File: config.mk
export PLATFORM = sky130hd
export DESIGN_NAME = searchable_stack_core
export DESIGN_NICKNAME = d
export VERILOG_FILES = /design/src/rtl/ssk_pkg.sv /design/src/rtl/ssk_cell.sv /design/src/rtl/searchable_stack_core.sv
export VERILOG_INCLUDE_DIRS = /design/src /design/src/rtl
export SDC_FILE = /design/constraint.sdc
export NUM_CORES = 2
export LEC_CHECK = 0
export ABC_AREA = 1
export BUFFER_PORTS_ARGS = -buffer_cell sky130_fd_sc_hd__buf_4
export CORE_MARGIN = 5
export CORE_UTILIZATION = 35
export CTS_BUF_LIST = sky130_fd_sc_hd__clkbuf_16
export CTS_CLUSTER_SIZE = 40
export DETAILED_ROUTE_END_ITERATION = 6
export HOLD_SLACK_MARGIN = 0.06
export PLACE_DENSITY_LB_ADDON = 0.12
export REMOVE_ABC_BUFFERS = 1
export SLEW_MARGIN = 10
export SYNTH_ARGS = -nofsm -noshare
export SYNTH_HDL_FRONTEND = slang
export SYNTH_HIERARCHICAL = 1
export SYNTH_SLANG_ARGS = --single-unit
File: constraint.sdc
create_clock -name clock -period 15.8 [get_ports clock]
set_input_delay 0.79 -clock clock [delete_from_list [all_inputs] [get_ports clock]]
set_output_delay 0.79 -clock clock [all_outputs]
set_load 0.05 [all_outputs]
File: src/rtl/searchable_stack_core_defines.svh
// ----------------------------------------------------------------------------
// Searchable stack assertion macros
// Concurrent assertion wrappers used by the searchable stack core.
// ----------------------------------------------------------------------------
`ifndef SEARCHABLE_STACK_CORE_DEFINES_SVH
`define SEARCHABLE_STACK_CORE_DEFINES_SVH

`ifndef ASSERT_OFF

// Clocked assertion, ignored while reset is high.
`define SSK_ASSERT(lbl, clk, rst, prop) \
   lbl: assert property (@(posedge clk) disable iff (rst) prop) \
      else $error("searchable stack assertion failed");

// Clocked assertion that also holds during reset.
`define SSK_ASSERT_ALWAYS(lbl, clk, prop) \
   lbl: assert property (@(posedge clk) prop) \
      else $error("searchable stack assertion failed");

`else

`define SSK_ASSERT(lbl, clk, rst, prop)
`define SSK_ASSERT_ALWAYS(lbl, clk, prop)

`endif

`endif

File: src/rtl/ssk_pkg.sv
// ----------------------------------------------------------------------------
// Searchable stack package
// Shared widths, codes and the per-cell command bundle.
// ----------------------------------------------------------------------------
package ssk_pkg;

   localparam int DEPTH_DEFAULT = 16;
   localparam int DATA_W        = 32;
   localparam int MODE_W        = 2;
   localparam int STATUS_W      = 2;
   localparam int POS_W         = 4;

   typedef enum logic [MODE_W-1:0] {
      MODE_PUSH   = 2'd0,
      MODE_DELETE = 2'd1,
      MODE_FIND   = 2'd2,
      MODE_LIST   = 2'd3
   } ssk_mode_type;

   typedef enum logic [STATUS_W-1:0] {
      ST_OK       = 2'd0,
      ST_EMPTY    = 2'd1,
      ST_NOTFOUND = 2'd2,
      ST_FULL     = 2'd3
   } ssk_status_type;

   // Broadcast command to every cell of the chain.
   typedef struct packed {
      logic push;    // shift toward the bottom, top takes the new value
      logic del;     // cells at or below the hit take their lower neighbor
      logic rot;     // rotate one place toward the top (list walk)
   } ssk_cmd_type;

endpackage

File: src/rtl/ssk_cell.sv
// ----------------------------------------------------------------------------
// Searchable stack cell
// One stack slot: holds a value, compares it, and takes a neighbor's value.
// ----------------------------------------------------------------------------
module ssk_cell (
   input  logic                                clock,
   input  ssk_pkg::ssk_cmd_type                cmd,
   input  logic                                del_sel,
   input  logic                                tail_sel,
   input  logic signed [ssk_pkg::DATA_W-1:0]   upper_data,
   input  logic signed [ssk_pkg::DATA_W-1:0]   lower_data,
   input  logic signed [ssk_pkg::DATA_W-1:0]   head_data,
   input  logic signed [ssk_pkg::DATA_W-1:0]   cmp_value,
   output logic signed [ssk_pkg::DATA_W-1:0]   data,
   output logic                                match
);
   import ssk_pkg::*;

   logic signed [DATA_W-1:0] data_ff;
   logic signed [DATA_W-1:0] data_in;

   always_comb begin
      priority if (cmd.push) begin
         data_in = upper_data;
      end else if (cmd.del && del_sel) begin
         data_in = lower_data;
      end else if (cmd.rot) begin
         // the tail slot closes the ring by taking the head
         data_in = tail_sel ? head_data : lower_data;
      end else begin
         data_in = data_ff;
      end
   end

   always_ff @(posedge clock) begin
      data_ff <= data_in;
   end

   assign data  = data_ff;
   assign match = (data_ff == cmp_value);

endmodule

File: src/rtl/searchable_stack_core.sv
// ----------------------------------------------------------------------------
// Searchable stack core
// LIFO of signed 32-bit values with find, delete-first-match and list.
// ----------------------------------------------------------------------------
// Usage:
//   Command channel: drive req_mode/req_value and raise start; the beat is
//   taken on a rising edge with start high and busy low.
//   Result channel: each result is on the rsp_ ports for exactly one cycle,
//   flagged by rsp_strobe; the receiver cannot stall it.
//   The registered first result shows in the cycle after the command is taken.
//   Throughput: push, delete and find may follow back to back. A list of N
//   entries emits N beats back to back and holds busy high while every
//   beat but the last is shown; an empty list gives one beat. The list walk
//   rotates the cell chain once around, one place per cycle, so the chain
//   is back in order when busy drops.
//   Storage: a chain of DEPTH cells, cell 0 is the top of the stack. Every
//   cell compares against req_value in parallel; the nearest hit to the top
//   is picked by a one-hot isolate.
//   Reset: fill count and list walk clear; stored values are not cleared.
// ----------------------------------------------------------------------------
`include "searchable_stack_core_defines.svh"

module searchable_stack_core #(
   parameter int DEPTH = ssk_pkg::DEPTH_DEFAULT
) (
   input  logic                                clock,
   input  logic                                reset,
   input  logic                                start,
   output logic                                busy,
   input  logic [ssk_pkg::MODE_W-1:0]          req_mode,
   input  logic signed [ssk_pkg::DATA_W-1:0]   req_value,
   output logic                                rsp_strobe,
   output logic [ssk_pkg::STATUS_W-1:0]        rsp_status,
   output logic signed [ssk_pkg::DATA_W-1:0]   rsp_entry_value,
   output logic [ssk_pkg::POS_W-1:0]           rsp_position,
   output logic                                rsp_last
);
   import ssk_pkg::*;

   localparam int CW    = $clog2(DEPTH + 1);           // fill count width
   localparam int IW    = $clog2(DEPTH);               // cell index width
   localparam int PAD_W = (IW > POS_W) ? IW : POS_W;

   // control state
   logic [CW-1:0] count_ff, count_in;
   logic [CW-1:0] list_left_ff, list_left_in;
   logic [IW-1:0] list_pos_ff, list_pos_in;
   logic          rsp_strobe_ff, rsp_strobe_in;

   // result payload
   logic [STATUS_W-1:0]       rsp_status_ff, rsp_status_in;
   logic signed [DATA_W-1:0]  rsp_value_ff, rsp_value_in;
   logic [IW-1:0]             rsp_pos_ff, rsp_pos_in;
   logic                      rsp_last_ff, rsp_last_in;

   // cell chain
   logic signed [DATA_W-1:0] cell_data [DEPTH];
   logic [DEPTH-1:0]         cell_match;
   logic [DEPTH-1:0]         cell_valid;
   logic [DEPTH-1:0]         tail_sel;
   logic [DEPTH-1:0]         hit_vec;
   logic [DEPTH-1:0]         first_hit;
   logic [DEPTH-1:0]         del_mask;
   ssk_cmd_type              cmd;

   logic          accept;
   logic          empty;
   logic          full;
   logic          found;
   logic          walking;
   logic [CW-1:0] count_m1;
   logic [IW-1:0] hit_pos;
   logic [PAD_W-1:0] pos_pad;
   ssk_mode_type  mode;

   assign accept   = start && !busy;
   assign mode     = ssk_mode_type'(req_mode);
   assign empty    = (count_ff == '0);
   assign full     = (count_ff == CW'(DEPTH));
   assign walking  = (list_left_ff != '0);
   assign busy     = walking;
   assign count_m1 = count_ff - CW'(1);

   // occupancy and tail flags per cell
   always_comb begin
      for (int k = 0; k < DEPTH; k++) begin
         cell_valid[k] = (CW'(k) < count_ff);
         tail_sel[k]   = (CW'(k) == count_m1);
      end
   end

   // nearest hit to the top is the lowest set bit; the delete mask covers
   // that cell and every cell below it
   assign hit_vec   = cell_match & cell_valid;
   assign found     = |hit_vec;
   assign first_hit = hit_vec & (~hit_vec + DEPTH'(1));
   assign del_mask  = ~(first_hit - DEPTH'(1));

   always_comb begin
      hit_pos = '0;
      for (int k = 0; k < DEPTH; k++) begin
         if (first_hit[k]) begin
            hit_pos = hit_pos | IW'(k);
         end
      end
   end

   always_comb begin
      cmd.push = accept && (mode == MODE_PUSH) && !full;
      cmd.del  = accept && (mode == MODE_DELETE) && found;
      cmd.rot  = (accept && (mode == MODE_LIST) && !empty) || walking;
   end

   genvar g;
   generate
      for (g = 0; g < DEPTH; g++) begin : g_cell
         logic signed [DATA_W-1:0] upper;
         logic signed [DATA_W-1:0] lower;

         if (g == 0) begin : g_top
            assign upper = req_value;
         end else begin : g_mid_up
            assign upper = cell_data[g-1];
         end

         if (g == DEPTH - 1) begin : g_bottom
            assign lower = '0;
         end else begin : g_mid_dn
            assign lower = cell_data[g+1];
         end

         ssk_cell u_cell (
            .clock      (clock),
            .cmd        (cmd),
            .del_sel    (del_mask[g]),
            .tail_sel   (tail_sel[g]),
            .upper_data (upper),
            .lower_data (lower),
            .head_data  (cell_data[0]),
            .cmp_value  (req_value),
            .data       (cell_data[g]),
            .match      (cell_match[g])
         );
      end
   endgenerate

   // next state and result beat
   always_comb begin
      count_in      = count_ff;
      list_left_in  = list_left_ff;
      list_pos_in   = list_pos_ff;
      rsp_strobe_in = 1'b0;
      rsp_status_in = ST_OK;
      rsp_value_in  = '0;
      rsp_pos_in    = '0;
      rsp_last_in   = 1'b1;

      if (walking) begin
         rsp_strobe_in = 1'b1;
         rsp_value_in  = cell_data[0];
         rsp_pos_in    = list_pos_ff;
         rsp_last_in   = (list_left_ff == CW'(1));
         list_left_in  = list_left_ff - CW'(1);
         list_pos_in   = list_pos_ff + IW'(1);
      end else if (accept) begin
         rsp_strobe_in = 1'b1;
         unique case (mode)
            MODE_PUSH: begin
               if (full) begin
                  rsp_status_in = ST_FULL;
               end else begin
                  count_in = count_ff + CW'(1);
               end
            end
            MODE_DELETE: begin
               if (empty) begin
                  rsp_status_in = ST_EMPTY;
               end else if (!found) begin
                  rsp_status_in = ST_NOTFOUND;
               end else begin
                  count_in = count_m1;
               end
            end
            MODE_FIND: begin
               if (empty) begin
                  rsp_status_in = ST_EMPTY;
               end else if (!found) begin
                  rsp_status_in = ST_NOTFOUND;
               end else begin
                  rsp_value_in = req_value;
                  rsp_pos_in   = hit_pos;
               end
            end
            MODE_LIST: begin
               if (empty) begin
                  rsp_status_in = ST_EMPTY;
               end else begin
                  rsp_value_in = cell_data[0];
                  rsp_last_in  = (count_ff == CW'(1));
                  list_left_in = count_m1;
                  list_pos_in  = IW'(1);
               end
            end
            default: begin
               rsp_status_in = ST_OK;
            end
         endcase
      end
   end

   always_ff @(posedge clock) begin
      if (reset) begin
         count_ff      <= '0;
         list_left_ff  <= '0;
         list_pos_ff   <= '0;
         rsp_strobe_ff <= 1'b0;
      end else begin
         count_ff      <= count_in;
         list_left_ff  <= list_left_in;
         list_pos_ff   <= list_pos_in;
         rsp_strobe_ff <= rsp_strobe_in;
      end
   end

   always_ff @(posedge clock) begin
      rsp_status_ff <= rsp_status_in;
      rsp_value_ff  <= rsp_value_in;
      rsp_pos_ff    <= rsp_pos_in;
      rsp_last_ff   <= rsp_last_in;
   end

   // position keeps its low bits only on deep configurations
   assign pos_pad = PAD_W'(rsp_pos_ff);

   assign rsp_strobe      = rsp_strobe_ff;
   assign rsp_status      = rsp_status_ff;
   assign rsp_entry_value = rsp_value_ff;
   assign rsp_position    = pos_pad[POS_W-1:0];
   assign rsp_last        = rsp_last_ff;

   // ------------------------------------------------------------------------
   // Assertions
   // ------------------------------------------------------------------------
   `SSK_ASSERT_ALWAYS(a_count_bound, clock, (!reset |-> (count_ff <= CW'(DEPTH))))
   `SSK_ASSERT(a_accept_gives_beat, clock, reset, (accept |=> rsp_strobe_ff))
   `SSK_ASSERT(a_walk_gives_beat, clock, reset, (walking |=> rsp_strobe_ff))
   `SSK_ASSERT(a_open_list_busy, clock, reset, ((rsp_strobe_ff && !rsp_last_ff) |-> walking))
   `SSK_ASSERT(a_single_hit, clock, reset, $onehot0(first_hit))
   `SSK_ASSERT(a_walk_holds_count, clock, reset, (walking |=> $stable(count_ff)))

endmodule
==> qor.tcl <==
set qor(status) {completed}
set qor(dp_hpwl_mm) 112
set qor(timing_max_transition_violations_final) 0
set qor(r2r_slack_ps) 10260
set qor(floorplan.die.height_um) 357
set qor(setup-violations-final) 0
set qor(grt_setup_unrepaired) {false}
set qor(tritoncts.num_buffers) 75
set qor(synth_flop_cell) {edfxtp_1}
set qor(final_design_area_no_fill_mm2) 0.0451
set qor(post_synthesis_async_set_or_reset_flop_share_pct) 0
set qor(cts_sinks) 566
set qor(vdd_ir_drop_max_mv) 0.148
set qor(drt_first_iter_violations) 4570
set qor(layout-drive-gt1-share_pct) 8.74
set qor(setup.worst_path.start_class) {register}
set qor(worst_ep_arrival_time_ps) 5800
set qor(slowest_stage) {edfxtp_1}
set qor(fin_nets) 6071
set qor(route.final.wire_length_mm) 173
set qor(ys_seq_area_share_pct) 39.1
set qor(worst_clock_skew_ps) 33.0
set qor(achievable-frequency_mhz) 180
set qor(wire_length_of_the_first_global_routing_pass_mm) 250
set qor(route.vias.total) 40100
set qor(worst_hold_path.num_cells) 2
set qor(worst_path_largest_cell_delay_ps) 1180
set qor(core_mm2) 0.120
set qor(fill_cells) 12600
set qor(post_synth_inst_count) 6048
set qor(clock_transition_at_path_regs_ps) 60
set qor(insertion_delay_ps) 660
set qor(fin_hold_ws_ps) 337
set qor(tightest_slew_ps) 1300
set qor(placedInstanceArea_mm2) 0.0428
set qor(critical_path_peak_fanout) 34
set qor(rr_endpoint) {g_cell[1].u_cell/data[15]}
set qor(grt_overflow_total) 0
set qor(fin_tns_setup_ps) 0
set qor(number_of_buffers_inserted_by_port_buffering) 77
set qor(placement_rows) 127
set qor(yosys-top-cells-count) {1717 x nand2_1, 1269 x nor2_1, 793 x inv_1}
set qor(placement.setup.worst_slack_ps) 9980
set qor(drtAntennaViolNets) 0
set qor(crit_buf_inv) 3
set qor(ctsRootBufferMaster) {clkbuf_16}
set qor(antenna_found_initial) 2
set qor(critical_path_s_most_frequent_cell) {nor2_1}
set qor(min-delay-start) {reset}
set qor(class_of_the_most_critical_hold_timing_path) {in2reg}
set qor(h-tree-depth) 3
set qor(die_w_um) 357
set qor(synth-warning-count) 6
set qor(number_of_diodes) 0
set qor(postCtsResizedCells) 0
set qor(areaGrowthSynthToFinish_pct) 7.10
set qor(finalWeightedCongestion) 0.942
set qor(post-route-min-period_ps) 5540
set qor(post-synth-top-count-cell) {nand2_1}
set qor(route.detailed.wl_per_inst_um) 22.5
set qor(timing.critical_path.cells) {nand2_1 -> inv_1 -> nor2_1 -> nor2_1 -> nand2_1 -> nor2_1 -> nand2_1 -> nor2_1 -> nand2_2 -> nand2_2 -> nor2_4 -> nand2_4 -> nor2_8 -> nand2_4 -> inv_4 -> nor3_2 -> buf_4 -> nand2_4 -> nand2_2}
set qor(critical_path_required_ps) 16060
set qor(layoutNonFillerInstCount) 7686
set qor(powerDensity_mw_per_mm2) 202
set qor(worst-r2r-cell-count) 19
set qor(finalPower_mw) 9.12
set qor(post-route-worst-setup-slack_ps) 10260
set qor(slew-limit-headroom_pct) 13.3
set qor(synth.top_cells.by_area) {edfxtp_1 37%, nand2_1 15%, nor2_1 11%}
set qor(ys_seq_elements) 566
set qor(register_area_mm2) 0.0165
set qor(cts_tree) {done}
set qor(grt_start_max_net_pins) 65
set qor(synth-edff-count) 512
set qor(postCtsSetupBuffers) 0
set qor(max-cap-violations) 0
set qor(first_global_vias) 36800
set qor(finish.utilization_pct) 37.7
set qor(die_area_mm2) 0.127
set qor(avgViaCountPerCell) 5.22
set qor(multi_input_combinational_cell_area_mm2) 0.0202
set qor(grt.total_usage_pct) 26.3
set qor(detail_route.drc_violations) 0
set qor(drtPass1Iterations) 6
set qor(max_clock_buf_depth) 3
set qor(timing.setup.critical_path_class) {reg2reg}
set qor(place.detailed.instances) 7556
set qor(crit_family) {simple AND/OR/NAND/NOR gates}
set qor(worst_hold_endpoint) {list_pos_ff[1]}
set qor(synth.cell_area_mm2) 0.0421
set qor(worstSetupEndpointType) {register}
set qor(synth_area_per_cell_um2) 6.96
set qor(netlist.top_cell.by_area) {edfxtp_1}
set qor(power.leakage_nw) 22.4
set qor(yosysTopAreaCellShare_pct) 36.5
set qor(ctsHoldBuffers) 0
set qor(initial_core_util_pct) 35.2
set qor(final_hold_viol_count) 0
set qor(final_min_period_over_clock_period_pct) 35.1
set qor(boundaryPins) 78
set qor(netlist-cell-type-count) 40
set qor(critical_path.reg2reg.startpoint) {g_cell[0].u_cell/data[20]}
## worst register-to-register path: cells and delay by family, from the launching register on
family | cells | cell delay [ps]
buffers and inverters | 3 | 570
flip-flops | 1 | 1180
AND/OR/NAND/NOR | 16 | 3370
## logic make-up (layout without fill, tap and decap cells)
group                      count (synthesis)  count (layout)  share of synthesized area [%]
xor gates and xnor gates                  55              55                           1.14
muxes                                      1               1                         0.0238
DFF                                      566             566                           39.1
adders and majority gates                 13              13                          0.387
AOI/OAI and AO/OA                        550             550                           8.11
and+or+nand+nor                         3778            3778                           37.7
buffers and inverters                   1084            1079                           13.5
other                                      1              32                        0.00891
## layer usage
layer / GRT usage [%] / vias up / part of all wire, %
met3: 4.00 / 258 / 7.9
met4: 8.39 / 0 / 3.6
li1: - / 19200 / -
met2: 42.9 / 1740 / 45
met1: 36.1 / 18900 / 43
met5: 0 / - / 0
## cell usage in the layout, fill, tap and decap left out, types with 53 or more instances in the layout
cell	instances
inv_1	811
nand2_1	1701
dfxtp_1	54
clkbuf_16	77
xor2_1	53
edfxtp_1	512
buf_4	133
nor2_1	1253
nand3_1	540
nand2_2	206
a31oi_1	513
## sequential cells by signal, summed over array words and instances, names as in the netlist
register	count
rsp_position	4
count_ff	5
rsp_entry_value	32
rsp_status	2
rsp_strobe	1
list_pos_ff	4
rsp_last	1
g_cell.u_cell/data	512
list_left_ff	5
## worst max path at each step
stage / to / start / slack (ps) / cells after the start
after floorplan: g_cell[0].u_cell/data[0] / req_value[20] / 8820 / 18
after global placement: g_cell[1].u_cell/data[14] / req_value[11] / 9980 / 19
after detailed placement: g_cell[15].u_cell/data[6] / req_value[11] / 9980 / 20
after CTS: g_cell[15].u_cell/data[6] / g_cell[0].u_cell/data[17] / 10350 / 20
after global routing: g_cell[15].u_cell/data[6] / g_cell[0].u_cell/data[20] / 10190 / 20
final: g_cell[1].u_cell/data[15] / g_cell[0].u_cell/data[20] / 10260 / 19
## cell type report
class | count | area share (%)
Sequential cell | 566 | 36.5
Timing Repair Buffer | 133 | 2.22
Multi-Input combinational cell | 4429 | 44.9
Clock buffer | 77 | 4.28
Clock inverter | 53 | 0.841
Tap cell | 1612 | 4.47
Inverter | 816 | 6.80
## power by group
part	total (mW)	leakage, nW	internal (mW)	switching (mW)
logic	3.38	15.6	1.04	2.34
registers	4.05	5.61	2.94	1.12
clock network	1.69	1.21	0.973	0.716
Note: power is estimated with default switching activity, not from simulation.
